$ cat config.mk
export PLATFORM = sky130hd
export DESIGN_NAME = mpa_col_max
export DESIGN_NICKNAME = d
export VERILOG_FILES = /design/src/design/mpa_pkg.sv /design/src/design/mpa_col_max.sv
export SDC_FILE = /design/constraint.sdc
export NUM_CORES = 1
export LEC_CHECK = 0
export ABC_CLOCK_PERIOD_IN_PS = 40700
export BUFFER_PORTS_ARGS = -buffer_cell sky130_fd_sc_hd__buf_2
export CAP_MARGIN = 25
export CORE_MARGIN = 5
export CORE_UTILIZATION = 55
export CTS_CLUSTER_DIAMETER = 40
export DETAILED_ROUTE_END_ITERATION = 6
export PLACE_DENSITY = 0.79
export SYNTH_ARGS = -nofsm -noshare
export SYNTH_HDL_FRONTEND = slang
export SYNTH_SLANG_ARGS = --single-unit
$ cat constraint.sdc
create_clock -name clk -period 40.7 [get_ports clk]
set_input_delay 8.14 -clock clk [delete_from_list [all_inputs] [get_ports clk]]
set_output_delay 8.14 -clock clk [all_outputs]
set_load 0.01 [all_outputs]
$ cat src/design/mpa_pkg.sv
// ----------------------------------------------------------------------------
// mpa_pkg: shared types and constants for the max pool with argmax block
// Sizes, stage payload structs, register indexes and the reciprocal table
// used to test window alignment without a divider.
// ----------------------------------------------------------------------------
package mpa_pkg;

  // Storage limits
  localparam int MAX_WIDTH  = 1024;
  localparam int MAX_HEIGHT = 1024;
  localparam int MAX_KERNEL = 8;

  // Fixed field widths
  localparam int PIX_W = 16;
  localparam int DIM_W = 11;
  localparam int KER_W = 4;
  localparam int IDX_W = 20;
  localparam int REG_IDX_W = 3;
  localparam int CFG_W = DIM_W;

  // Derived widths
  localparam int COL_W     = $clog2(MAX_WIDTH);
  localparam int ROW_W     = $clog2(MAX_HEIGHT);
  localparam int BANK_W    = $clog2(MAX_KERNEL);
  localparam int POS_MAX_W = (ROW_W > COL_W) ? ROW_W : COL_W;
  localparam int SUM_W     = DIM_W + 1;
  localparam int DIV_W     = POS_MAX_W + KER_W;
  localparam int MUL_W     = ROW_W + DIM_W;

  // Reciprocal scaling: error of ceil(2^S/s) times any position stays below 2^S
  localparam int RECIP_SHIFT = POS_MAX_W + KER_W;
  localparam int RECIP_W     = RECIP_SHIFT + 1;
  localparam int RECIP_ONE   = 2 ** RECIP_SHIFT;
  localparam int PROD_W      = POS_MAX_W + RECIP_W;

  // Register reset values
  localparam int RESET_HEIGHT = 1024;
  localparam int RESET_WIDTH  = 1024;
  localparam int RESET_KERNEL = 2;
  localparam int RESET_STRIDE = 2;

  typedef enum logic [REG_IDX_W-1:0] {
    REG_IMG_HEIGHT    = 3'd0,
    REG_IMG_WIDTH     = 3'd1,
    REG_KERNEL_HEIGHT = 3'd2,
    REG_KERNEL_WIDTH  = 3'd3,
    REG_STRIDE_ROWS   = 3'd4,
    REG_STRIDE_COLS   = 3'd5
  } reg_idx_t;

  typedef logic signed [PIX_W-1:0] pix_t;
  typedef logic [ROW_W-1:0]        row_t;
  typedef logic [COL_W-1:0]        col_t;
  typedef logic [DIM_W-1:0]        dim_t;
  typedef logic [KER_W-1:0]        ker_t;
  typedef pix_t [MAX_KERNEL-1:0]   line_rd_t;

  // Effective (clamped) configuration
  typedef struct packed {
    dim_t h;
    dim_t w;
    ker_t kh;
    ker_t kw;
    ker_t sr;
    ker_t sc;
  } cfg_t;

  // Stage 1: accepted pixel with its position
  typedef struct packed {
    pix_t pixel;
    row_t row;
    col_t col;
    row_t xr;
    col_t xc;
    logic win_ok;
    logic last;
    ker_t kh;
    ker_t kw;
    ker_t sr;
    ker_t sc;
    dim_t w;
  } s1_t;

  // Column maximum kept in the row history
  typedef struct packed {
    pix_t value;
    row_t row;
  } cmax_t;

  // Running column maximum; entry k covers the pixel row and k rows above
  typedef cmax_t [MAX_KERNEL-1:0] cmax_col_t;

  // Stage 2: column maxima for every window height and alignment quotients
  typedef struct packed {
    cmax_col_t colmax;
    col_t col;
    row_t xr;
    col_t xc;
    row_t qr;
    col_t qc;
    logic win_ok;
    logic last;
    ker_t sr;
    ker_t sc;
    ker_t kh;
    ker_t kw;
    dim_t w;
  } s2_t;

  // Stage 3: window decision
  typedef struct packed {
    col_t col;
    logic hit;
    logic last;
    ker_t kh;
    ker_t kw;
    dim_t w;
  } s3_t;

  // Stage 4: window winner
  typedef struct packed {
    pix_t value;
    row_t row;
    col_t col;
    logic last;
    dim_t w;
  } s4_t;

  // ceil(2^RECIP_SHIFT / s) for strides 1..15
  function automatic logic [RECIP_W-1:0] recip(input ker_t s);
    logic [RECIP_W-1:0] m;
    case (s)
      4'd2:    m = RECIP_W'((RECIP_ONE + 1) / 2);
      4'd3:    m = RECIP_W'((RECIP_ONE + 2) / 3);
      4'd4:    m = RECIP_W'((RECIP_ONE + 3) / 4);
      4'd5:    m = RECIP_W'((RECIP_ONE + 4) / 5);
      4'd6:    m = RECIP_W'((RECIP_ONE + 5) / 6);
      4'd7:    m = RECIP_W'((RECIP_ONE + 6) / 7);
      4'd8:    m = RECIP_W'((RECIP_ONE + 7) / 8);
      4'd9:    m = RECIP_W'((RECIP_ONE + 8) / 9);
      4'd10:   m = RECIP_W'((RECIP_ONE + 9) / 10);
      4'd11:   m = RECIP_W'((RECIP_ONE + 10) / 11);
      4'd12:   m = RECIP_W'((RECIP_ONE + 11) / 12);
      4'd13:   m = RECIP_W'((RECIP_ONE + 12) / 13);
      4'd14:   m = RECIP_W'((RECIP_ONE + 13) / 14);
      4'd15:   m = RECIP_W'((RECIP_ONE + 14) / 15);
      default: m = RECIP_W'(RECIP_ONE);
    endcase
    return m;
  endfunction

  // floor(x / s) by reciprocal multiply; exact over the position range
  function automatic logic [POS_MAX_W-1:0] quot(input logic [POS_MAX_W-1:0] x,
                                                input ker_t s);
    logic [PROD_W-1:0] p;
    p = PROD_W'(x) * PROD_W'(recip(s));
    return p[RECIP_SHIFT +: POS_MAX_W];
  endfunction

endpackage

$ cat src/design/mpa_col_max.sv
// ----------------------------------------------------------------------------
// mpa_col_max: vertical maximum over the window rows
// Runs the largest sample up the current column (upper row wins ties) and
// keeps it for every window height, then forms the alignment quotients for
// stage 3.
// ----------------------------------------------------------------------------
module mpa_col_max
  import mpa_pkg::*;
(
  input  logic     clk,
  input  logic     load,
  input  s1_t      s1,
  input  line_rd_t rdata,
  output s2_t      s2
);

  pix_t      run_v;
  row_t      run_r;
  pix_t      cand;
  cmax_col_t colmax;
  row_t      qr;
  col_t      qc;

  // Walk up the column; older rows replace on equal value. The height in
  // force when the window closes picks one of the running maxima.
  always_comb begin
    run_v            = s1.pixel;
    run_r            = s1.row;
    cand             = '0;
    colmax[0].value  = s1.pixel;
    colmax[0].row    = s1.row;
    for (int d = 1; d < MAX_KERNEL; d++) begin
      cand = rdata[BANK_W'(s1.row[BANK_W-1:0] - BANK_W'(d))];
      if ($signed(cand) >= $signed(run_v)) begin
        run_v = cand;
        run_r = s1.row - ROW_W'(d);
      end
      colmax[d].value = run_v;
      colmax[d].row   = run_r;
    end
  end

  // Quotients of the window offsets by the strides
  always_comb begin
    qr = ROW_W'(quot(POS_MAX_W'(s1.xr), s1.sr));
    qc = COL_W'(quot(POS_MAX_W'(s1.xc), s1.sc));
  end

  always_ff @(posedge clk) begin
    if (load) begin
      s2.colmax <= colmax;
      s2.col    <= s1.col;
      s2.xr     <= s1.xr;
      s2.xc     <= s1.xc;
      s2.qr     <= qr;
      s2.qc     <= qc;
      s2.win_ok <= s1.win_ok;
      s2.last   <= s1.last;
      s2.sr     <= s1.sr;
      s2.sc     <= s1.sc;
      s2.kh     <= s1.kh;
      s2.kw     <= s1.kw;
      s2.w      <= s1.w;
    end
  end

endmodule

==> results by group <==
Run status
  • Outcome: complete, no violations

Synthesis
  • Synth Register Bits: 287
  • Ys Warns: 0
  • Count of cell types in the netlist: 72
  • Post-synth top flop: edfxtp_1
  • Post-Syn Nets: 3188
  • Yosys top cell area share: 0.3048
  • Mapped Cells: 2533
  • Most numerous cell in the Yosys netlist: nand2_1
  • Commonest cells in the netlist: nand2_1 (320), inv_1 (313), edfxtp_1 (287), ha_1 (240), fa_1 (200)
  • Cell taking the most area after synthesis: edfxtp_1
  • Syn Area/Cell: 11.16 sq um
  • Fraction of registers with async set/reset: 0
  • Syn Std Cell Area: 28270 sq um
  • Post-synth EDFFs: 287
  • Sequential fraction of the synthesis area: 0.3048
  • Synth area leaders: edfxtp_1 (30%), fa_1 (14%), ha_1 (11%)

Setup path
  • Critical path arrival: 32.22 ns
  • Crit path kind: input port to flop
  • Critical Path Max Stage Delay: 0.71 ns
  • CP max-delay cell: buf_4
  • Crit path required time: 41.03 ns
  • Crit path capture type: flop
  • Crit path launch type: input port
  • Crit-path most repeated cell: a21o_1
  • Crit Path Max Fanout: 66

Floorplan
  • Row cnt: 83
  • Die Wd: 236.7 um
  • DIE HEIGHT: 236.7 um
  • IO Count: 502
  • Starting Density: 0.5533
  • Core area: 51090 sq um
  • Full die area: 56040 sq um

Global route
  • First-pass GRT wire length: 134.5 mm
  • Antenna violations before repair: 28
  • GRT Util Overall: 0.3081
  • Congestion Overflow GR: 0
  • Pin count of the biggest net entering global routing: 75
  • Vias in the first global route: 23000

Place
  • # port buffers: 501
  • Routability cong.: 1.014
  • Placed cells: 3627
  • DP HPWL: 69.99 mm

Drt
  • Pre-Repair DR Iteration Count: 6
  • DR iter-0 viols: 2035
  • Detail Route Antenna Nets: 0
  • Via Count: 22530
  • Vias per cell: 6.039
  • Routed wire length: 87.80 mm
  • WL per Instance: 23.53 um
  • DRC: 0

Clock tree
  • Cts repair resizes: 0
  • CTS tree: built
  • Clock Sinks: 287
  • # H-tree levels: 2
  • Worst-path clk slew: 0.06 ns
  • Post-CTS Hold Buffers: 0
  • Post-CTS Setup Bufs: 0
  • Clock Root Buffer: clkbuf_16
  • TritonCTS buffer count: 48
  • Max clock buf depth: 3

STA
  • Final setup fails: 0
  • Rel. slew slack: 0.2869
  • RSZ-0062 raised after global routing: false
  • Maximum operating frequency: 31.36 MHz
  • Final Hold Viols: 0
  • Slew Limit Fails: 0
  • Worst slew pin tran: 1.040 ns
  • Crit share post-route: 0.7834
  • Setup Total Neg Slack: 0 ns
  • Tmin final: 31.88 ns

Final layout
  • Synth-to-Final Area Change: 17.34%
  • Largest registers: s2: 287 flops
  • Share of layout cells above drive strength 1: 0.3003
  • Nets: 3652
  • Max FFs per register: 287
  • Non-Filler Instances: 3731
  • Largest register by flop count: s2

Min path
  • Hold Crit Class: input port to flop

Flow run
  • Number of max-cap violations: 0
-- metrics by stage --
stage	worst slack (ns)	hold WS (ns)	utilization	area (sq um)
floorplan	10.55	8.239	-	28270
global placement	9.364	8.316	0.6151	31430
detailed placement	8.676	8.318	0.6155	31450
CTS	9.209	7.666	0.6486	33140
global route	7.375	7.679	0.6490	33160
finish	8.816	7.698	0.6493	33170
-- kinds of logic after synthesis --
group,Yosys count,share of synthesized area
flops,287,0.3048
compound gates,314,0.07511
mux,314,0.1792
buf+inv,431,0.05904
xor+xnor,81,0.02509
simple gates,666,0.1089
fa+ha+maj,440,0.2478
-- worst paths after layout --
path,start,to,depth (start not counted)
worst min-delay path,s1[55],s2[75]$_DFFE_PP_,1
worst max-delay path,s1[60],s2[286]$_DFFE_PP_,95
-- placed cells by master (no fill, tap or decap), types with 65 or more instances in the layout --
master / count
buf_2: 499
nand2_1: 320
inv_1: 313
edfxtp_1: 287
ha_1: 239
fa_1: 200
mux2_2: 131
mux4_2: 130
and2_1: 117
nor2_1: 99
a21oi_1: 82
o21ai_0: 65
-- routing by layer --
layer  routed length [um]  up-vias  track usage
met5                  169        -            0
li1                     -     9887            -
met2                43500     1269       0.5297
met4                 4977       24       0.1424
met1                30290    11080       0.3623
met3                 8868      270      0.08258
-- cell type report --
cell class,instances,area (sq um)
well taps,680,850.8
diodes,14,35.03
multi-input cells,1815,18050
repair buffers,529,2746
clock inverters,39,478.0
clock buffers,51,1212
fillers,4076,17920
flip-flops and latches,287,8618
inverters,316,1186
-- worst max-delay path, delay by kind of cell --
kind	cells	cell delay, ns
muxes	7	2.62
and+or+nand+nor	15	3.11
AOI/OAI and AO/OA	50	10.46
adders and majority gates	8	2.82
buffers and inverters	15	4.87
Power is not shown: default switching activity piles up to over one toggle a cycle in this logic, so the estimate is an artifact.
