File: src/design/mpa_pkg.sv
// ----------------------------------------------------------------------------
// mpa_pkg: shared types and constants for the max pool with argmax block
// Sizes, stage payload structs, register indexes and the reciprocal table
// used to test window alignment without a divider.
// ----------------------------------------------------------------------------
package mpa_pkg;

  // Storage limits
  localparam int MAX_WIDTH  = 1024;
  localparam int MAX_HEIGHT = 1024;
  localparam int MAX_KERNEL = 8;

  // Fixed field widths
  localparam int PIX_W = 16;
  localparam int DIM_W = 11;
  localparam int KER_W = 4;
  localparam int IDX_W = 20;
  localparam int REG_IDX_W = 3;
  localparam int CFG_W = DIM_W;

  // Derived widths
  localparam int COL_W     = $clog2(MAX_WIDTH);
  localparam int ROW_W     = $clog2(MAX_HEIGHT);
  localparam int BANK_W    = $clog2(MAX_KERNEL);
  localparam int POS_MAX_W = (ROW_W > COL_W) ? ROW_W : COL_W;
  localparam int SUM_W     = DIM_W + 1;
  localparam int DIV_W     = POS_MAX_W + KER_W;
  localparam int MUL_W     = ROW_W + DIM_W;

  // Reciprocal scaling: error of ceil(2^S/s) times any position stays below 2^S
  localparam int RECIP_SHIFT = POS_MAX_W + KER_W;
  localparam int RECIP_W     = RECIP_SHIFT + 1;
  localparam int RECIP_ONE   = 2 ** RECIP_SHIFT;
  localparam int PROD_W      = POS_MAX_W + RECIP_W;

  // Register reset values
  localparam int RESET_HEIGHT = 1024;
  localparam int RESET_WIDTH  = 1024;
  localparam int RESET_KERNEL = 2;
  localparam int RESET_STRIDE = 2;

  typedef enum logic [REG_IDX_W-1:0] {
    REG_IMG_HEIGHT    = 3'd0,
    REG_IMG_WIDTH     = 3'd1,
    REG_KERNEL_HEIGHT = 3'd2,
    REG_KERNEL_WIDTH  = 3'd3,
    REG_STRIDE_ROWS   = 3'd4,
    REG_STRIDE_COLS   = 3'd5
  } reg_idx_t;

  typedef logic signed [PIX_W-1:0] pix_t;
  typedef logic [ROW_W-1:0]        row_t;
  typedef logic [COL_W-1:0]        col_t;
  typedef logic [DIM_W-1:0]        dim_t;
  typedef logic [KER_W-1:0]        ker_t;
  typedef pix_t [MAX_KERNEL-1:0]   line_rd_t;

  // Effective (clamped) configuration
  typedef struct packed {
    dim_t h;
    dim_t w;
    ker_t kh;
    ker_t kw;
    ker_t sr;
    ker_t sc;
  } cfg_t;

  // Stage 1: accepted pixel with its position
  typedef struct packed {
    pix_t pixel;
    row_t row;
    col_t col;
    row_t xr;
    col_t xc;
    logic win_ok;
    logic last;
    ker_t kh;
    ker_t kw;
    ker_t sr;
    ker_t sc;
    dim_t w;
  } s1_t;

  // Column maximum kept in the row history
  typedef struct packed {
    pix_t value;
    row_t row;
  } cmax_t;

  // Running column maximum; entry k covers the pixel row and k rows above
  typedef cmax_t [MAX_KERNEL-1:0] cmax_col_t;

  // Stage 2: column maxima for every window height and alignment quotients
  typedef struct packed {
    cmax_col_t colmax;
    col_t col;
    row_t xr;
    col_t xc;
    row_t qr;
    col_t qc;
    logic win_ok;
    logic last;
    ker_t sr;
    ker_t sc;
    ker_t kh;
    ker_t kw;
    dim_t w;
  } s2_t;

  // Stage 3: window decision
  typedef struct packed {
    col_t col;
    logic hit;
    logic last;
    ker_t kh;
    ker_t kw;
    dim_t w;
  } s3_t;

  // Stage 4: window winner
  typedef struct packed {
    pix_t value;
    row_t row;
    col_t col;
    logic last;
    dim_t w;
  } s4_t;

  // ceil(2^RECIP_SHIFT / s) for strides 1..15
  function automatic logic [RECIP_W-1:0] recip(input ker_t s);
    logic [RECIP_W-1:0] m;
    case (s)
      4'd2:    m = RECIP_W'((RECIP_ONE + 1) / 2);
      4'd3:    m = RECIP_W'((RECIP_ONE + 2) / 3);
      4'd4:    m = RECIP_W'((RECIP_ONE + 3) / 4);
      4'd5:    m = RECIP_W'((RECIP_ONE + 4) / 5);
      4'd6:    m = RECIP_W'((RECIP_ONE + 5) / 6);
      4'd7:    m = RECIP_W'((RECIP_ONE + 6) / 7);
      4'd8:    m = RECIP_W'((RECIP_ONE + 7) / 8);
      4'd9:    m = RECIP_W'((RECIP_ONE + 8) / 9);
      4'd10:   m = RECIP_W'((RECIP_ONE + 9) / 10);
      4'd11:   m = RECIP_W'((RECIP_ONE + 10) / 11);
      4'd12:   m = RECIP_W'((RECIP_ONE + 11) / 12);
      4'd13:   m = RECIP_W'((RECIP_ONE + 12) / 13);
      4'd14:   m = RECIP_W'((RECIP_ONE + 13) / 14);
      4'd15:   m = RECIP_W'((RECIP_ONE + 14) / 15);
      default: m = RECIP_W'(RECIP_ONE);
    endcase
    return m;
  endfunction

  // floor(x / s) by reciprocal multiply; exact over the position range
  function automatic logic [POS_MAX_W-1:0] quot(input logic [POS_MAX_W-1:0] x,
                                                input ker_t s);
    logic [PROD_W-1:0] p;
    p = PROD_W'(x) * PROD_W'(recip(s));
    return p[RECIP_SHIFT +: POS_MAX_W];
  endfunction

endpackage

File: src/design/mpa_win_max.sv
// ----------------------------------------------------------------------------
// mpa_win_max: horizontal reduction, argmax and result register
// Keeps the column maxima of the current row, decides stride alignment,
// picks the window winner (first in raster order on ties) and forms the
// flat index row * width + col.
// ----------------------------------------------------------------------------
module mpa_win_max
  import mpa_pkg::*;
(
  input  logic             clk,
  input  logic             s3_load,
  input  logic             s4_load,
  input  logic             out_load,
  input  s2_t              s2,
  output logic             s3_hit,
  output pix_t             max_value,
  output logic [IDX_W-1:0] max_index,
  output logic             last_in_image
);

  s3_t       s3;
  s4_t       s4;
  cmax_col_t hist [MAX_KERNEL];

  logic row_div;
  logic col_div;
  logic [BANK_W-1:0] depth;
  pix_t best_v;
  row_t best_r;
  logic [BANK_W-1:0] best_j;
  logic [MUL_W-1:0] flat;

  // Offset is a multiple of the stride when quotient times stride gives it back
  always_comb begin
    row_div = (DIV_W'(s2.qr) * DIV_W'(s2.sr)) == DIV_W'(s2.xr);
    col_div = (DIV_W'(s2.qc) * DIV_W'(s2.sc)) == DIV_W'(s2.xc);
  end

  // Stage 3 item and row history shift together
  always_ff @(posedge clk) begin
    if (s3_load) begin
      s3.col  <= s2.col;
      s3.hit  <= s2.win_ok && row_div && col_div;
      s3.last <= s2.last;
      s3.kh   <= s2.kh;
      s3.kw   <= s2.kw;
      s3.w    <= s2.w;
      hist[0] <= s2.colmax;
      for (int k = 1; k < MAX_KERNEL; k++) begin
        hist[k] <= hist[k-1];
      end
    end
  end

  assign s3_hit = s3.hit;

  // Entry j holds column col - j; the window height picks its column maximum.
  // On equal value a left column wins unless its row is lower.
  always_comb begin
    depth  = BANK_W'(s3.kh - KER_W'(1));
    best_v = hist[0][depth].value;
    best_r = hist[0][depth].row;
    best_j = '0;
    for (int j = 1; j < MAX_KERNEL; j++) begin
      if ((KER_W'(j) < s3.kw) &&
          (($signed(hist[j][depth].value) > $signed(best_v)) ||
           ((hist[j][depth].value == best_v) && (hist[j][depth].row <= best_r)))) begin
        best_v = hist[j][depth].value;
        best_r = hist[j][depth].row;
        best_j = BANK_W'(j);
      end
    end
  end

  always_ff @(posedge clk) begin
    if (s4_load) begin
      s4.value <= best_v;
      s4.row   <= best_r;
      s4.col   <= s3.col - COL_W'(best_j);
      s4.last  <= s3.last;
      s4.w     <= s3.w;
    end
  end

  // Flat index
  assign flat = (MUL_W'(s4.row) * MUL_W'(s4.w)) + MUL_W'(s4.col);

  always_ff @(posedge clk) begin
    if (out_load) begin
      max_value     <= s4.value;
      max_index     <= flat[IDX_W-1:0];
      last_in_image <= s4.last;
    end
  end

endmodule

File: config.mk
export PLATFORM = sky130hd
export DESIGN_NAME = mpa_win_max
export DESIGN_NICKNAME = d
export VERILOG_FILES = /design/src/design/mpa_pkg.sv /design/src/design/mpa_win_max.sv
export SDC_FILE = /design/constraint.sdc
export NUM_CORES = 2
export LEC_CHECK = 0
export BUFFER_PORTS_ARGS = -buffer_cell sky130_fd_sc_hd__buf_2
export CAP_MARGIN = 20
export CORE_MARGIN = 4
export CORE_UTILIZATION = 56
export DETAILED_ROUTE_END_ITERATION = 6
export GPL_TIMING_DRIVEN = 0
export HOLD_SLACK_MARGIN = 0.1
export PLACE_DENSITY = 0.73
export SYNTH_ARGS = -nofsm -noshare
export SYNTH_HDL_FRONTEND = slang
export SYNTH_SLANG_ARGS = --single-unit
File: constraint.sdc
create_clock -name clk -period 28.8 [get_ports clk]
set_input_delay 4.32 -clock clk [delete_from_list [all_inputs] [get_ports clk]]
set_output_delay 4.32 -clock clk [all_outputs]
set_load 0.02 [all_outputs]
==> qor.yml <==
timing:
  fmax_ghz: 0.0370
  hold_viol_final: 0
  fin_crit_ns: 27.01
  fin_worst_skew_ns: 0.0678
  slew_viol_final: 0
  setup_ws_ns: 1.79
  max_slew.worst_pin.slew_ns: 1.11
  whs_ns: 0.414
  rsz0062_at_grt: "no"
  min_period_over_period_pct: 93.8
  finalSetupViolCount: 0
  max_slew_margin_pct: 23.7
worst_setup_path:
  cp-startpoint: "s3[15]"
  r2r-start: "s3[15]"
  r2r_end: "s4[19]"
  reg2reg_slack_ns: 1.79
  crit_arrival_ns: 27.54
  worst_setup_path_start_kind: "flop"
  rr_worst_depth: 127
  cp.required_ns: 29.33
  cp_slowest_cell: "mux2_2"
  path_max_fanout: 19
  crit_type: "flop to flop"
  cp_common_cell: "ha_1"
  endpoint_kind: "flop"
  cp_slowest_stage_delay_ns: 0.44
  crit_end: "s4[19]"
synthesis:
  syn_area_per_cell_um2: 18.6
  synth_edf_count: 1779
  ys.flop_type: "edfxtp_1"
  post_synth_most_frequent_cells: "1779 x edfxtp_1, 416 x mux4_2, 269 x ha_1, 201 x inv_1, 170 x nand2_1"
  ys_warn_count: 0
  synthAdderAreaFrac_pct: 7.14
  syn_area_mm2: 0.0788
  syn_nets: 4918
  synth-simple-area-share_pct: 3.69
  synth_area_leader_cell: "edfxtp_1"
  synth_top_family_by_area: "multiplexers"
  yosysMostFrequentCell: "edfxtp_1"
  synth_compound_area_share_pct: 3.22
  seq_area_frac_synth_pct: 67.8
  synthXorXnorAreaFrac_pct: 0.744
  async_flop_share_pct: 0
  synth_top_area_share_pct: 67.8
  synthMuxAreaShare_pct: 15.6
  synth_cell_types: 83
  ys_ff_latch: 1779
  synth.area.top_cells: "edfxtp_1 68%, mux4_2 12%, ha_1 4.3%, fa_1 2.8%, mux2_2 2.3%"
  synthCells: 4246
grt:
  grt_remaining_overflow: 0
  grt_max_degree: 195
  grt_pass1_vias: 40702
  grt_usage_pct: 25.6
  grt_pass1_wl_um: 273000
  antenna_found_initial: 2
cells_and_area:
  drive_above_1_share_pct: 26.8
  utilization_pct: 64.3
  diodes: 0
  nNetsFinal: 5461
  syn2layout_area_growth_pct: 14.0
clock_network:
  cts_buffers: 175
  cts_num_sinks: 1779
  cts_tree: "done"
  cts_hold_buf: 0
  cts_max_path_buffers: 3
  clockRootBuffer: "clkbuf_16"
  clock_latency_ns: 0.82
  clk_pin_slew_ns: 0.06
  h-tree-depth: 4
die:
  dieArea_mm2: 0.147
  die_w_um: 383
  die_h_um: 383
  initial_core_util_pct: 56.4
  core_mm2: 0.140
  pin_count: 329
  rows: 137
place:
  hpwl_um: 140000
  port_buffers: 327
  place_ws_ns: -8.94
  gp_congestion: 0.929
run:
  maxCapViolations: 0
detailed_routing:
  vias: 41294
  wl_per_cell_um: 27.4
  dr.pass1.iters: 6
  viasPerCell: 6.06
  wirelength_um: 186000
  ant_nets: 0
  drc_errors: 0
  drt_iter0_drc: 4922
worst_hold_path:
  min-delay-start: "hist[1][30]"
  hold_path.class: "flop to flop"
status:
  status: "complete, no violations"
-- sequential cells by signal, indices dropped and copies added (netlist names) --
signal / flops
hist: 1664
max_index: 20
s3_hit: 1
s4: 48
max_value: 16
s3: 29
last_in_image: 1
-- layout make-up --
type,count,area [µm²]
plain buffers,163,857
well taps,1876,2350
fillers,9396,49800
multi-input cells,2097,24200
flip-flops and latches,1779,53400
inverters,202,758
clock inverters,118,1380
repair buffers,371,2390
clock buffers,206,4520
-- routing by layer --
| layer | GRT usage, % | part of all wire, % |
|---|---|---|
| met2 | 39.9 | 47 |
| met3 | 3.59 | 7.6 |
| met4 | 7.65 | 3.1 |
| met5 | 0 | 0.0097 |
| met1 | 38.2 | 43 |
-- worst min-delay path by stage --
stage	depth (start not counted)	slack, ns	endpoint
global placement	0	0.40	max_value[14]
finish	0	0.41	hist[1][238]
global route	0	0.43	max_value[13]
detailed placement	0	0.40	max_value[3]
floorplan	0	0.40	last_in_image
CTS	0	0.41	hist[1][238]
-- cells in the final DEF (no fill, tap or decap), drive strengths merged, types with 112 or more instances in the layout --
master / count
and2: 137
mux2: 165
mux4: 416
ha: 269
nand2: 170
inv: 206
clkbuf: 316
edfxtp: 1779
buf: 423
fa: 112
a21oi: 135
-- cell families after synthesis --
group,after synthesis
AND/OR/NAND/NOR,562
adder cells (fa/ha/maj),383
buffers and inverters,370
XOR/XNOR,67
flip-flops,1779
AO/OA/AOI/OAI,395
multiplexers,690
-- metrics by stage --
stage / cell area, µm² / setup TNS, ns / cells
global route: 89900 / 0 / 6812
CTS: 89600 / 0 / 6804
detailed placement: 83400 / -274.22 / 6476
finish: 89900 / 0 / 6812
global placement: 82800 / -2993.46 / 6449
floorplan: 78800 / 0 / 4246
-- critical path, delay by kind of cell (launching register included) --
| kind | cells | cell delay (ns) |
|---|---|---|
| AOI/OAI and AO/OA | 49 | 8.83 |
| buffers and inverters | 26 | 6.02 |
| and+or+nand+nor | 34 | 5.74 |
| adders and majority gates | 10 | 3.18 |
| muxes | 6 | 2.13 |
| DFF | 1 | 0.43 |
| xor gates and xnor gates | 2 | 0.21 |
-- repair_timing --
action / CTS / global route
pin swaps: 3 / 3
endpoints found under the setup margin: 36 / 36
gates cloned: 0 / 1
gates resized for setup: 112 / 58
setup buffers: 6 / 4
Power is not shown: default switching activity piles up to over one toggle a cycle in this logic, so the estimate is an artifact.
