<file path="src/design/mpa_pkg.sv">
// ----------------------------------------------------------------------------
// mpa_pkg: shared types and constants for the max pool with argmax block
// Sizes, stage payload structs, register indexes and the reciprocal table
// used to test window alignment without a divider.
// ----------------------------------------------------------------------------
package mpa_pkg;

  // Storage limits
  localparam int MAX_WIDTH  = 1024;
  localparam int MAX_HEIGHT = 1024;
  localparam int MAX_KERNEL = 8;

  // Fixed field widths
  localparam int PIX_W = 16;
  localparam int DIM_W = 11;
  localparam int KER_W = 4;
  localparam int IDX_W = 20;
  localparam int REG_IDX_W = 3;
  localparam int CFG_W = DIM_W;

  // Derived widths
  localparam int COL_W     = $clog2(MAX_WIDTH);
  localparam int ROW_W     = $clog2(MAX_HEIGHT);
  localparam int BANK_W    = $clog2(MAX_KERNEL);
  localparam int POS_MAX_W = (ROW_W > COL_W) ? ROW_W : COL_W;
  localparam int SUM_W     = DIM_W + 1;
  localparam int DIV_W     = POS_MAX_W + KER_W;
  localparam int MUL_W     = ROW_W + DIM_W;

  // Reciprocal scaling: error of ceil(2^S/s) times any position stays below 2^S
  localparam int RECIP_SHIFT = POS_MAX_W + KER_W;
  localparam int RECIP_W     = RECIP_SHIFT + 1;
  localparam int RECIP_ONE   = 2 ** RECIP_SHIFT;
  localparam int PROD_W      = POS_MAX_W + RECIP_W;

  // Register reset values
  localparam int RESET_HEIGHT = 1024;
  localparam int RESET_WIDTH  = 1024;
  localparam int RESET_KERNEL = 2;
  localparam int RESET_STRIDE = 2;

  typedef enum logic [REG_IDX_W-1:0] {
    REG_IMG_HEIGHT    = 3'd0,
    REG_IMG_WIDTH     = 3'd1,
    REG_KERNEL_HEIGHT = 3'd2,
    REG_KERNEL_WIDTH  = 3'd3,
    REG_STRIDE_ROWS   = 3'd4,
    REG_STRIDE_COLS   = 3'd5
  } reg_idx_t;

  typedef logic signed [PIX_W-1:0] pix_t;
  typedef logic [ROW_W-1:0]        row_t;
  typedef logic [COL_W-1:0]        col_t;
  typedef logic [DIM_W-1:0]        dim_t;
  typedef logic [KER_W-1:0]        ker_t;
  typedef pix_t [MAX_KERNEL-1:0]   line_rd_t;

  // Effective (clamped) configuration
  typedef struct packed {
    dim_t h;
    dim_t w;
    ker_t kh;
    ker_t kw;
    ker_t sr;
    ker_t sc;
  } cfg_t;

  // Stage 1: accepted pixel with its position
  typedef struct packed {
    pix_t pixel;
    row_t row;
    col_t col;
    row_t xr;
    col_t xc;
    logic win_ok;
    logic last;
    ker_t kh;
    ker_t kw;
    ker_t sr;
    ker_t sc;
    dim_t w;
  } s1_t;

  // Column maximum kept in the row history
  typedef struct packed {
    pix_t value;
    row_t row;
  } cmax_t;

  // Running column maximum; entry k covers the pixel row and k rows above
  typedef cmax_t [MAX_KERNEL-1:0] cmax_col_t;

  // Stage 2: column maxima for every window height and alignment quotients
  typedef struct packed {
    cmax_col_t colmax;
    col_t col;
    row_t xr;
    col_t xc;
    row_t qr;
    col_t qc;
    logic win_ok;
    logic last;
    ker_t sr;
    ker_t sc;
    ker_t kh;
    ker_t kw;
    dim_t w;
  } s2_t;

  // Stage 3: window decision
  typedef struct packed {
    col_t col;
    logic hit;
    logic last;
    ker_t kh;
    ker_t kw;
    dim_t w;
  } s3_t;

  // Stage 4: window winner
  typedef struct packed {
    pix_t value;
    row_t row;
    col_t col;
    logic last;
    dim_t w;
  } s4_t;

  // ceil(2^RECIP_SHIFT / s) for strides 1..15
  function automatic logic [RECIP_W-1:0] recip(input ker_t s);
    logic [RECIP_W-1:0] m;
    case (s)
      4'd2:    m = RECIP_W'((RECIP_ONE + 1) / 2);
      4'd3:    m = RECIP_W'((RECIP_ONE + 2) / 3);
      4'd4:    m = RECIP_W'((RECIP_ONE + 3) / 4);
      4'd5:    m = RECIP_W'((RECIP_ONE + 4) / 5);
      4'd6:    m = RECIP_W'((RECIP_ONE + 5) / 6);
      4'd7:    m = RECIP_W'((RECIP_ONE + 6) / 7);
      4'd8:    m = RECIP_W'((RECIP_ONE + 7) / 8);
      4'd9:    m = RECIP_W'((RECIP_ONE + 8) / 9);
      4'd10:   m = RECIP_W'((RECIP_ONE + 9) / 10);
      4'd11:   m = RECIP_W'((RECIP_ONE + 10) / 11);
      4'd12:   m = RECIP_W'((RECIP_ONE + 11) / 12);
      4'd13:   m = RECIP_W'((RECIP_ONE + 12) / 13);
      4'd14:   m = RECIP_W'((RECIP_ONE + 13) / 14);
      4'd15:   m = RECIP_W'((RECIP_ONE + 14) / 15);
      default: m = RECIP_W'(RECIP_ONE);
    endcase
    return m;
  endfunction

  // floor(x / s) by reciprocal multiply; exact over the position range
  function automatic logic [POS_MAX_W-1:0] quot(input logic [POS_MAX_W-1:0] x,
                                                input ker_t s);
    logic [PROD_W-1:0] p;
    p = PROD_W'(x) * PROD_W'(recip(s));
    return p[RECIP_SHIFT +: POS_MAX_W];
  endfunction

endpackage

</file>
<file path="src/design/mpa_position.sv">
// ----------------------------------------------------------------------------
// mpa_position: raster position tracking and stage 1 register
// Resolves the row and column of each accepted pixel, flags whether it
// closes a window and whether that window is the last of the image.
// ----------------------------------------------------------------------------
module mpa_position
  import mpa_pkg::*;
(
  input  logic              clk,
  input  logic              rst,
  input  cfg_t              cfg,
  input  logic              accept,
  input  pix_t              pixel,
  input  logic              start_of_image,
  output logic [BANK_W-1:0] wr_bank,
  output col_t              wr_addr,
  output s1_t               s1
);

  row_t row_pos;
  col_t col_pos;
  row_t row_pos_next;
  col_t col_pos_next;

  dim_t r_a;
  dim_t c_a;
  dim_t r_n;
  dim_t c_n;
  logic [SUM_W-1:0] r1;
  logic [SUM_W-1:0] c1;
  logic row_ok;
  logic col_ok;
  logic fit;
  logic row_last;
  logic col_last;

  // Position of the incoming pixel and the one after it
  always_comb begin
    r_a = start_of_image ? '0 : DIM_W'(row_pos);
    c_a = start_of_image ? '0 : DIM_W'(col_pos);
    // width may have shrunk since the last transfer
    if (c_a >= cfg.w) begin
      c_a = '0;
      r_a = r_a + DIM_W'(1);
    end
    if (r_a >= cfg.h) begin
      r_a = '0;
    end
    c_n = c_a + DIM_W'(1);
    r_n = r_a;
    if (c_n >= cfg.w) begin
      c_n = '0;
      r_n = r_a + DIM_W'(1);
      if (r_n >= cfg.h) begin
        r_n = '0;
      end
    end
    row_pos_next = ROW_W'(r_n);
    col_pos_next = COL_W'(c_n);
  end

  // Window closing and last-window flags
  always_comb begin
    r1       = SUM_W'(r_a) + SUM_W'(1);
    c1       = SUM_W'(c_a) + SUM_W'(1);
    row_ok   = r1 >= SUM_W'(cfg.kh);
    col_ok   = c1 >= SUM_W'(cfg.kw);
    fit      = (DIM_W'(cfg.kh) <= cfg.h) && (DIM_W'(cfg.kw) <= cfg.w);
    row_last = (SUM_W'(r_a) + SUM_W'(cfg.sr)) >= SUM_W'(cfg.h);
    col_last = (SUM_W'(c_a) + SUM_W'(cfg.sc)) >= SUM_W'(cfg.w);
  end

  assign wr_bank = r_a[BANK_W-1:0];
  assign wr_addr = COL_W'(c_a);

  // Position counters
  always_ff @(posedge clk) begin
    if (rst) begin
      row_pos <= '0;
      col_pos <= '0;
    end else if (accept) begin
      row_pos <= row_pos_next;
      col_pos <= col_pos_next;
    end
  end

  // Stage 1 payload
  always_ff @(posedge clk) begin
    if (accept) begin
      s1.pixel  <= pixel;
      s1.row    <= ROW_W'(r_a);
      s1.col    <= COL_W'(c_a);
      s1.xr     <= ROW_W'(r1 - SUM_W'(cfg.kh));
      s1.xc     <= COL_W'(c1 - SUM_W'(cfg.kw));
      s1.win_ok <= fit && row_ok && col_ok;
      s1.last   <= row_last && col_last;
      s1.kh     <= cfg.kh;
      s1.kw     <= cfg.kw;
      s1.sr     <= cfg.sr;
      s1.sc     <= cfg.sc;
      s1.w      <= cfg.w;
    end
  end

  a_start_origin: assert property (@(posedge clk) disable iff (rst)
    accept && start_of_image |=> (s1.row == '0) && (s1.col == '0))
    else $error("start of image did not land at the origin");

endmodule

</file>
<file path="config.mk">
export PLATFORM = sky130hd
export DESIGN_NAME = mpa_position
export DESIGN_NICKNAME = d
export VERILOG_FILES = /design/src/design/mpa_pkg.sv /design/src/design/mpa_position.sv
export SDC_FILE = /design/constraint.sdc
export NUM_CORES = 1
export LEC_CHECK = 0
export BUFFER_PORTS_ARGS = -buffer_cell sky130_fd_sc_hd__buf_2
export CAP_MARGIN = 10
export CORE_MARGIN = 3
export CORE_UTILIZATION = 25
export CTS_CLUSTER_SIZE = 24
export DETAILED_ROUTE_END_ITERATION = 8
export GPL_ROUTABILITY_DRIVEN = 0
export PLACE_DENSITY = 0.42
export SLEW_MARGIN = 20
export SYNTH_ARGS = -nofsm -noshare
export SYNTH_HDL_FRONTEND = slang
export SYNTH_SLANG_ARGS = --single-unit
export TNS_END_PERCENT = 20
</file>
<file path="constraint.sdc">
create_clock -name clk -period 21.1 [get_ports clk]
set_input_delay 2.11 -clock clk [delete_from_list [all_inputs] [get_ports clk]]
set_output_delay 2.11 -clock clk [all_outputs]
set_load 0.05 [all_outputs]
</file>
==> impl_metrics.tcl, run 1 <==
set metrics [dict create \
    crit_path_frequent_cell "ha_1" \
    io_buffers 155 \
    synth_edf_count 85 \
    grt_usage_pct 13.6 \
    synth_nets 844 \
    status "complete, no violations" \
    end_kind "register" \
    nNetsFinal 988 \
    fmax_ghz 0.106 \
    antenna_found_initial 0 \
    final_core_util_pct 30.8 \
    slew_viol_final 0 \
    grt_overflow 0 \
    cts_buffers 9 \
    wirelength_um 20800 \
    finalPower_uw 545 \
    slowest_stage "a21oi_1" \
    hold_class "register to register" \
    worstPathArrival_ns 9.68 \
    ant_nets 0 \
    vias 5592 \
    setup_ws_ns 11.69 \
    tightest_slew_ns 1.09 \
    postCtsResizedCells 0 \
    h-tree-depth 3 \
    yosysWarnings 0 \
    rows 61 \
    ys_async_sr_fraction_pct 0 \
    drc 0 \
    ctsHoldBuffers 0 \
    synth_ff_type "edfxtp_1" \
    area_growth_pct 20.6 \
    critPathKind "input port to register" \
    finalHoldViolations 0 \
    slew_headroom_pct 27.4 \
    coreArea_um2 28000 \
    clock-sinks 105 \
    grt_pass1_wl_um 32500 \
    finalNonFillerCells 1217 \
    grt_max_degree 80 \
    dpl.cell_count 1201 \
    syn_inst 690 \
    post_cts_buffers 0 \
    avgSynthCellArea_um2 10.4 \
    placed_area_um2 8330 \
    rsz0062_at_grt "false" \
    period_share_pct 44.6 \
    leakage_nw 3.88 \
    fin_skew_ns 0.0151 \
    grt_pass1_vias 5565 \
    crit_required_ns 21.37 \
    place_hpwl_um 16200 \
    cts-root-buf "clkbuf_16" \
    critPathMaxStageDelay_ns 0.86 \
    hold_slack_ns 0.507 \
    cts_buffer_depth 2 \
    finalSetupViolations 0 \
    final_layout_size_suffix_gt1_share_pct 23.2 \
    ys_seq_area_share_pct 41.3 \
    yosys_register_bits 105 \
    die_area_um2 30700 \
    vdd_drop_max_mv 0.0284 \
    finalSetupTns_ns 0 \
    avgRoutedWirePerCell_um 17.1 \
    ys_types 74 \
    fp.dieW_um 175 \
    finalCriticalPeriod_ns 9.41 \
    first_iter_violations 331 \
    start_util_pct 25.5 \
    firstDrtPassIters 4 \
    critPathMaxFanout 31 \
    startpoint_type "input port" \
    power_density_nw_per_um2 63.2 \
    cap_violations 0 \
    clk_latency_ns 0.37 \
    num_antenna_cells 0 \
    dp_slack_ns 11.33 \
    ios 156 \
    cts_tree "done" \
    via_per_inst 4.59 \
    die_h_um 175 \
    stdcell_area_um2 8620 \
    synth_area_um2 7150 \
    clkTransAtPathRegs_ns 0.08 \
]
-- state kept, by name, indices dropped and copies added (netlist names) --
name and flops:
s1 85, row_pos 10, col_pos 10
-- path summary, 6_finish.rpt --
kind	startpoint	to	slack, ns	cells past startpoint
max	start_of_image	row_pos[0]	11.69	28
min	col_pos[1]	col_pos[1]	0.51	2
max reg2reg	col_pos[5]	row_pos[0]	13.36	26
min reg2reg	col_pos[1]	col_pos[1]	0.51	2
-- critical path: cells and delay by family --
family / cells / cell delay, ns
AOI/OAI and AO/OA: 11 / 3.40
and+or+nand+nor: 7 / 1.69
muxes: 2 / 0.53
adders and majority gates: 4 / 1.15
buffers and inverters: 4 / 0.78
-- final cells by class --
class	count	area, um^2
repair buffers	158	801
clock inverters	6	67.6
fillers	2954	19400
inverters	48	180
clock buffers	10	229
well taps	378	473
multi-input cells	512	3920
flip-flops and latches	105	2950
-- kinds of logic after synthesis --
kind of cell | share of synthesized area, %
AOI/OAI and AO/OA | 12.9
xor gates and xnor gates | 6.33
adders and majority gates | 17.2
buffers and inverters | 4.16
DFF | 41.3
muxes | 1.31
and+or+nand+nor | 16.8
-- report_power, final --
part	switching, mW	leakage (nW)	total [mW]	internal [mW]
clock network	0.0851	0.141	0.178	0.0929
registers	0.00463	0.991	0.244	0.239
logic	0.0888	2.75	0.123	0.0342
total	0.178	3.88	0.545	0.366
-- layer usage --
layer,global-route usage [%],vias to the layer above,wire length (um)
li1,-,2796,-
met1,19.3,2640,10400
met2,20.6,134,9020
met3,2.52,22,917
met4,4.65,0,481
met5,0,-,0
-- cell usage after synthesis (3+ instances only) --
library cell	n	share of area (%)
ha_1	92	16
edfxtp_1	85	36
nor2_1	52	2.7
inv_1	45	2.4
nand2_1	42	2.2
a21oi_1	36	2.5
a21o_1	26	2.7
nand2b_1	25	2.2
xnor2_1	25	3.1
nand3_1	23	1.6
xor2_1	23	2.8
dfxtp_1	20	5.6
nor2b_1	20	1.7
clkbuf_1	16	0.84
nor3_1	16	1.1
o21ai_0	14	0.98
a211oi_1	8	0.84
nand4_1	8	0.70
a22oi_1	6	0.63
and2_1	6	0.52
and3_1	6	0.52
o21a_1	5	0.52
a311oi_1	4	0.49
buf_4	4	0.42
fa_1	4	1.1
o211ai_1	4	0.42
a31oi_1	3	0.26
buf_1	3	0.16
mux2i_1	3	0.42
mux2i_2	3	0.58
nand4b_1	3	0.37
nor4_1	3	0.26
or4_1	3	0.31
-- cells in the final DEF (no fill, tap or decap), types with 5 or more instances in the layout --
master / instances
buf_2: 154
ha_1: 92
edfxtp_1: 85
nor2_1: 52
inv_1: 45
nand2_1: 42
a21oi_1: 36
a21o_1: 26
xnor2_1: 25
nand2b_1: 25
xor2_1: 23
nand3_1: 23
nor2b_1: 20
dfxtp_1: 20
nor3_1: 16
o21ai_0: 14
clkbuf_16: 9
nand4_1: 8
a211oi_1: 7
and3_1: 6
and2_1: 6
a22oi_1: 6
o21a_1: 5
(Power assumes the default switching activity.)
==> inputs of run 2 (changes only) <==
- PLACE_DENSITY: 0.42 -> 0.43
- clock period: 21.1 -> 8.4 ns (I/O delays scaled with it)
==> run 2 against run 1 <==
Compared with the run above: register-to-register slack got worse by 12 ns; via count fell by 1.3%; core utilization rose by 0.11 points; sequential power rose to 2.5 times the previous value; total power rose to 2.5 times the previous value; cell area rose by 0.36%; die area did not move; non-clock buffer count rose by 6; clock skew rose by 0.0018 ns; critical path depth did not move; first-iteration DRC count fell by 11%; global-route usage fell by 0.23 points; critical path type unchanged.
==> impl_metrics.tcl, run 2 (synthesis results as in run 1) <==
set metrics [dict create \
    status "complete, no violations" \
    period_share_pct 91.6 \
    ant_nets 0 \
    cts-root-buf "clkbuf_16" \
    grtUsageMet2_pct 21.2 \
    die_h_um 175 \
    cts_buffers 9 \
    ios 156 \
    power_density_nw_per_um2 158 \
    swShare_pct 32.6 \
    leakage_nw 3.91 \
    rows 61 \
    worstReg2RegStart "col_pos[5]" \
    nNetsFinal 994 \
    switchingPower_uw 446 \
    firstDrtPassIters 4 \
    hold_slack_ns 0.499 \
    fillCellCount 2931 \
    critPathLaunch "start_of_image" \
    crit_required_ns 8.66 \
    place_hpwl_um 16000 \
    fin_skew_ns 0.0169 \
    final_common_cell "buf_2" \
    critPathKind "input port to register" \
    end_kind "register" \
    grtUsageMet3_pct 1.98 \
    regMostFlops "s1" \
    h-tree-depth 3 \
    coreArea_um2 28000 \
    largestRegisters "s1: 85 flops, col_pos: 10 flops, row_pos: 10 flops" \
    finalHoldViolations 0 \
    startpoint_type "input port" \
    r2r_slack_ns 1.11 \
    tightest_slew_ns 0.953 \
    wirelength_um 20500 \
    postCtsResizedCells 0 \
    slew_viol_final 0 \
    clkPwrFrac_pct 32.6 \
    grt_pass1_wl_um 31800 \
    rsz0062_at_grt "false" \
    clkTransAtPathRegs_ns 0.08 \
    final_layout_size_suffix_gt1_share_pct 23.9 \
    antenna_found_initial 0 \
    area_growth_pct 21.0 \
    grt_pass1_vias 5445 \
    worstPathArrival_ns 7.96 \
    finalCriticalPeriod_ns 7.70 \
    largest_register_ffs 85 \
    final_core_util_pct 30.9 \
    ctsHoldBuffers 0 \
    crit_end "row_pos[0]" \
    grt_max_degree 79 \
    critPathMaxFanout 31 \
    fp.dieW_um 175 \
    hold_class "register to register" \
    combinationalPowerShare_pct 22.6 \
    cts_buffer_depth 2 \
    grt_usage_pct 13.3 \
    clk_latency_ns 0.36 \
    start_util_pct 25.5 \
    via_per_inst 4.52 \
    seqPwrFrac_pct 44.8 \
    drc 0 \
    vias 5522 \
    io_buffers 155 \
    r2r_cells 26 \
    cap_violations 0 \
    finalSetupTns_ns 0 \
    cts_tree "done" \
    num_antenna_cells 0 \
    timing.rr.end "row_pos[0]" \
    die_area_um2 30700 \
    grt_overflow 0 \
    clock-sinks 105 \
    p_int_uw 921 \
    slew_headroom_pct 35.6 \
    finalSetupViolations 0 \
    avgRoutedWirePerCell_um 16.8 \
    met1_usage_pct 19.1 \
    grt-busiest-layer "met2" \
    first_iter_violations 296 \
    post_cts_buffers 0 \
    fmax_ghz 0.130 \
    vdd_drop_max_mv 0.0790 \
    layout_common_cells "buf_2, ha_1, edfxtp_1" \
]
run 2: cell count changes in the layout (fill, tap and decap cells not counted):
cell,before,now
buf_4,4,10
clkinv_4,2,0
clkinvlp_4,1,3
a2111oi_2,0,1
a2111oi_4,2,1
clkinv_1,3,2
clkinv_2,0,1
run 2: critical path, cell delays in order:
cell	delay (ns)
buf_2	0.41
nand2b_1	0.21
inv_1	0.08
ha_1	0.28
a211oi_1	0.21
nor2_1	0.12
o21ai_1	0.29
a21o_1	0.42
nor2_1	0.14
xnor2_2	0.39
ha_1	0.33
a21o_1	0.19
a221oi_1	0.27
o21ai_1	0.12
a221o_1	0.59
nor2b_1	0.28
ha_1	0.24
o211a_1	0.28
nand3_1	0.13
mux2i_2	0.38
inv_1	0.10
ha_1	0.30
a2111oi_0	0.37
a21oi_1	0.14
a2111oi_2	0.21
buf_4	0.24
mux2i_1	0.12
a211oi_1	0.24
run 2: power by group through the flow:
stage	Combinational (mW)	Sequential [mW]	Clock (mW)
after global routing	0.338	0.617	0.483
after floorplan	0.107	0.737	0
after CTS	0.313	0.613	0.464
final	0.308	0.613	0.446
after global placement	0.312	0.625	0
after detailed placement	0.313	0.625	0
run 2: area by class of cell:
cell class | count | area, um^2 | area share, %
multi-input cells | 512 | 3910 | 45.1
flip-flops and latches | 105 | 2950 | 34.1
repair buffers | 164 | 846 | 9.77
well taps | 378 | 473 | 5.47
clock buffers | 10 | 229 | 2.65
inverters | 48 | 180 | 2.08
clock inverters | 6 | 66.3 | 0.766
run 2: worst min path at each step:
stage,start,endpoint,slack [ns],cells after the start
finish,col_pos[1],col_pos[1],0.50,2
global route,col_pos[1],col_pos[1],0.52,2
CTS,col_pos[1],col_pos[1],0.50,2
detailed placement,col_pos[1],col_pos[1],0.49,2
global placement,col_pos[1],col_pos[1],0.49,2
floorplan,col_pos[1],col_pos[1],0.46,2
run 2: metal layers:
layer	wire length (um)	part of all wire, %
met5	0	0
met4	206	1.0
met3	779	3.8
met2	9230	45
met1	10300	50
run 2: per-stage QoR:
stage / power (mW) / cell area (um^2) / instances / worst slack [ns]
4_1_cts: 1.39 / 8650 / 1223 / 0.722
5_1_grt: 1.44 / 8650 / 1223 / 0.0266
2_1_floorplan: 0.844 / 7150 / 690 / 0.922
3_3_place_gp: 0.937 / 8360 / 1207 / 0.608
6_report: 1.37 / 8650 / 1223 / 0.704
3_5_place_dp: 0.937 / 8360 / 1207 / 0.384
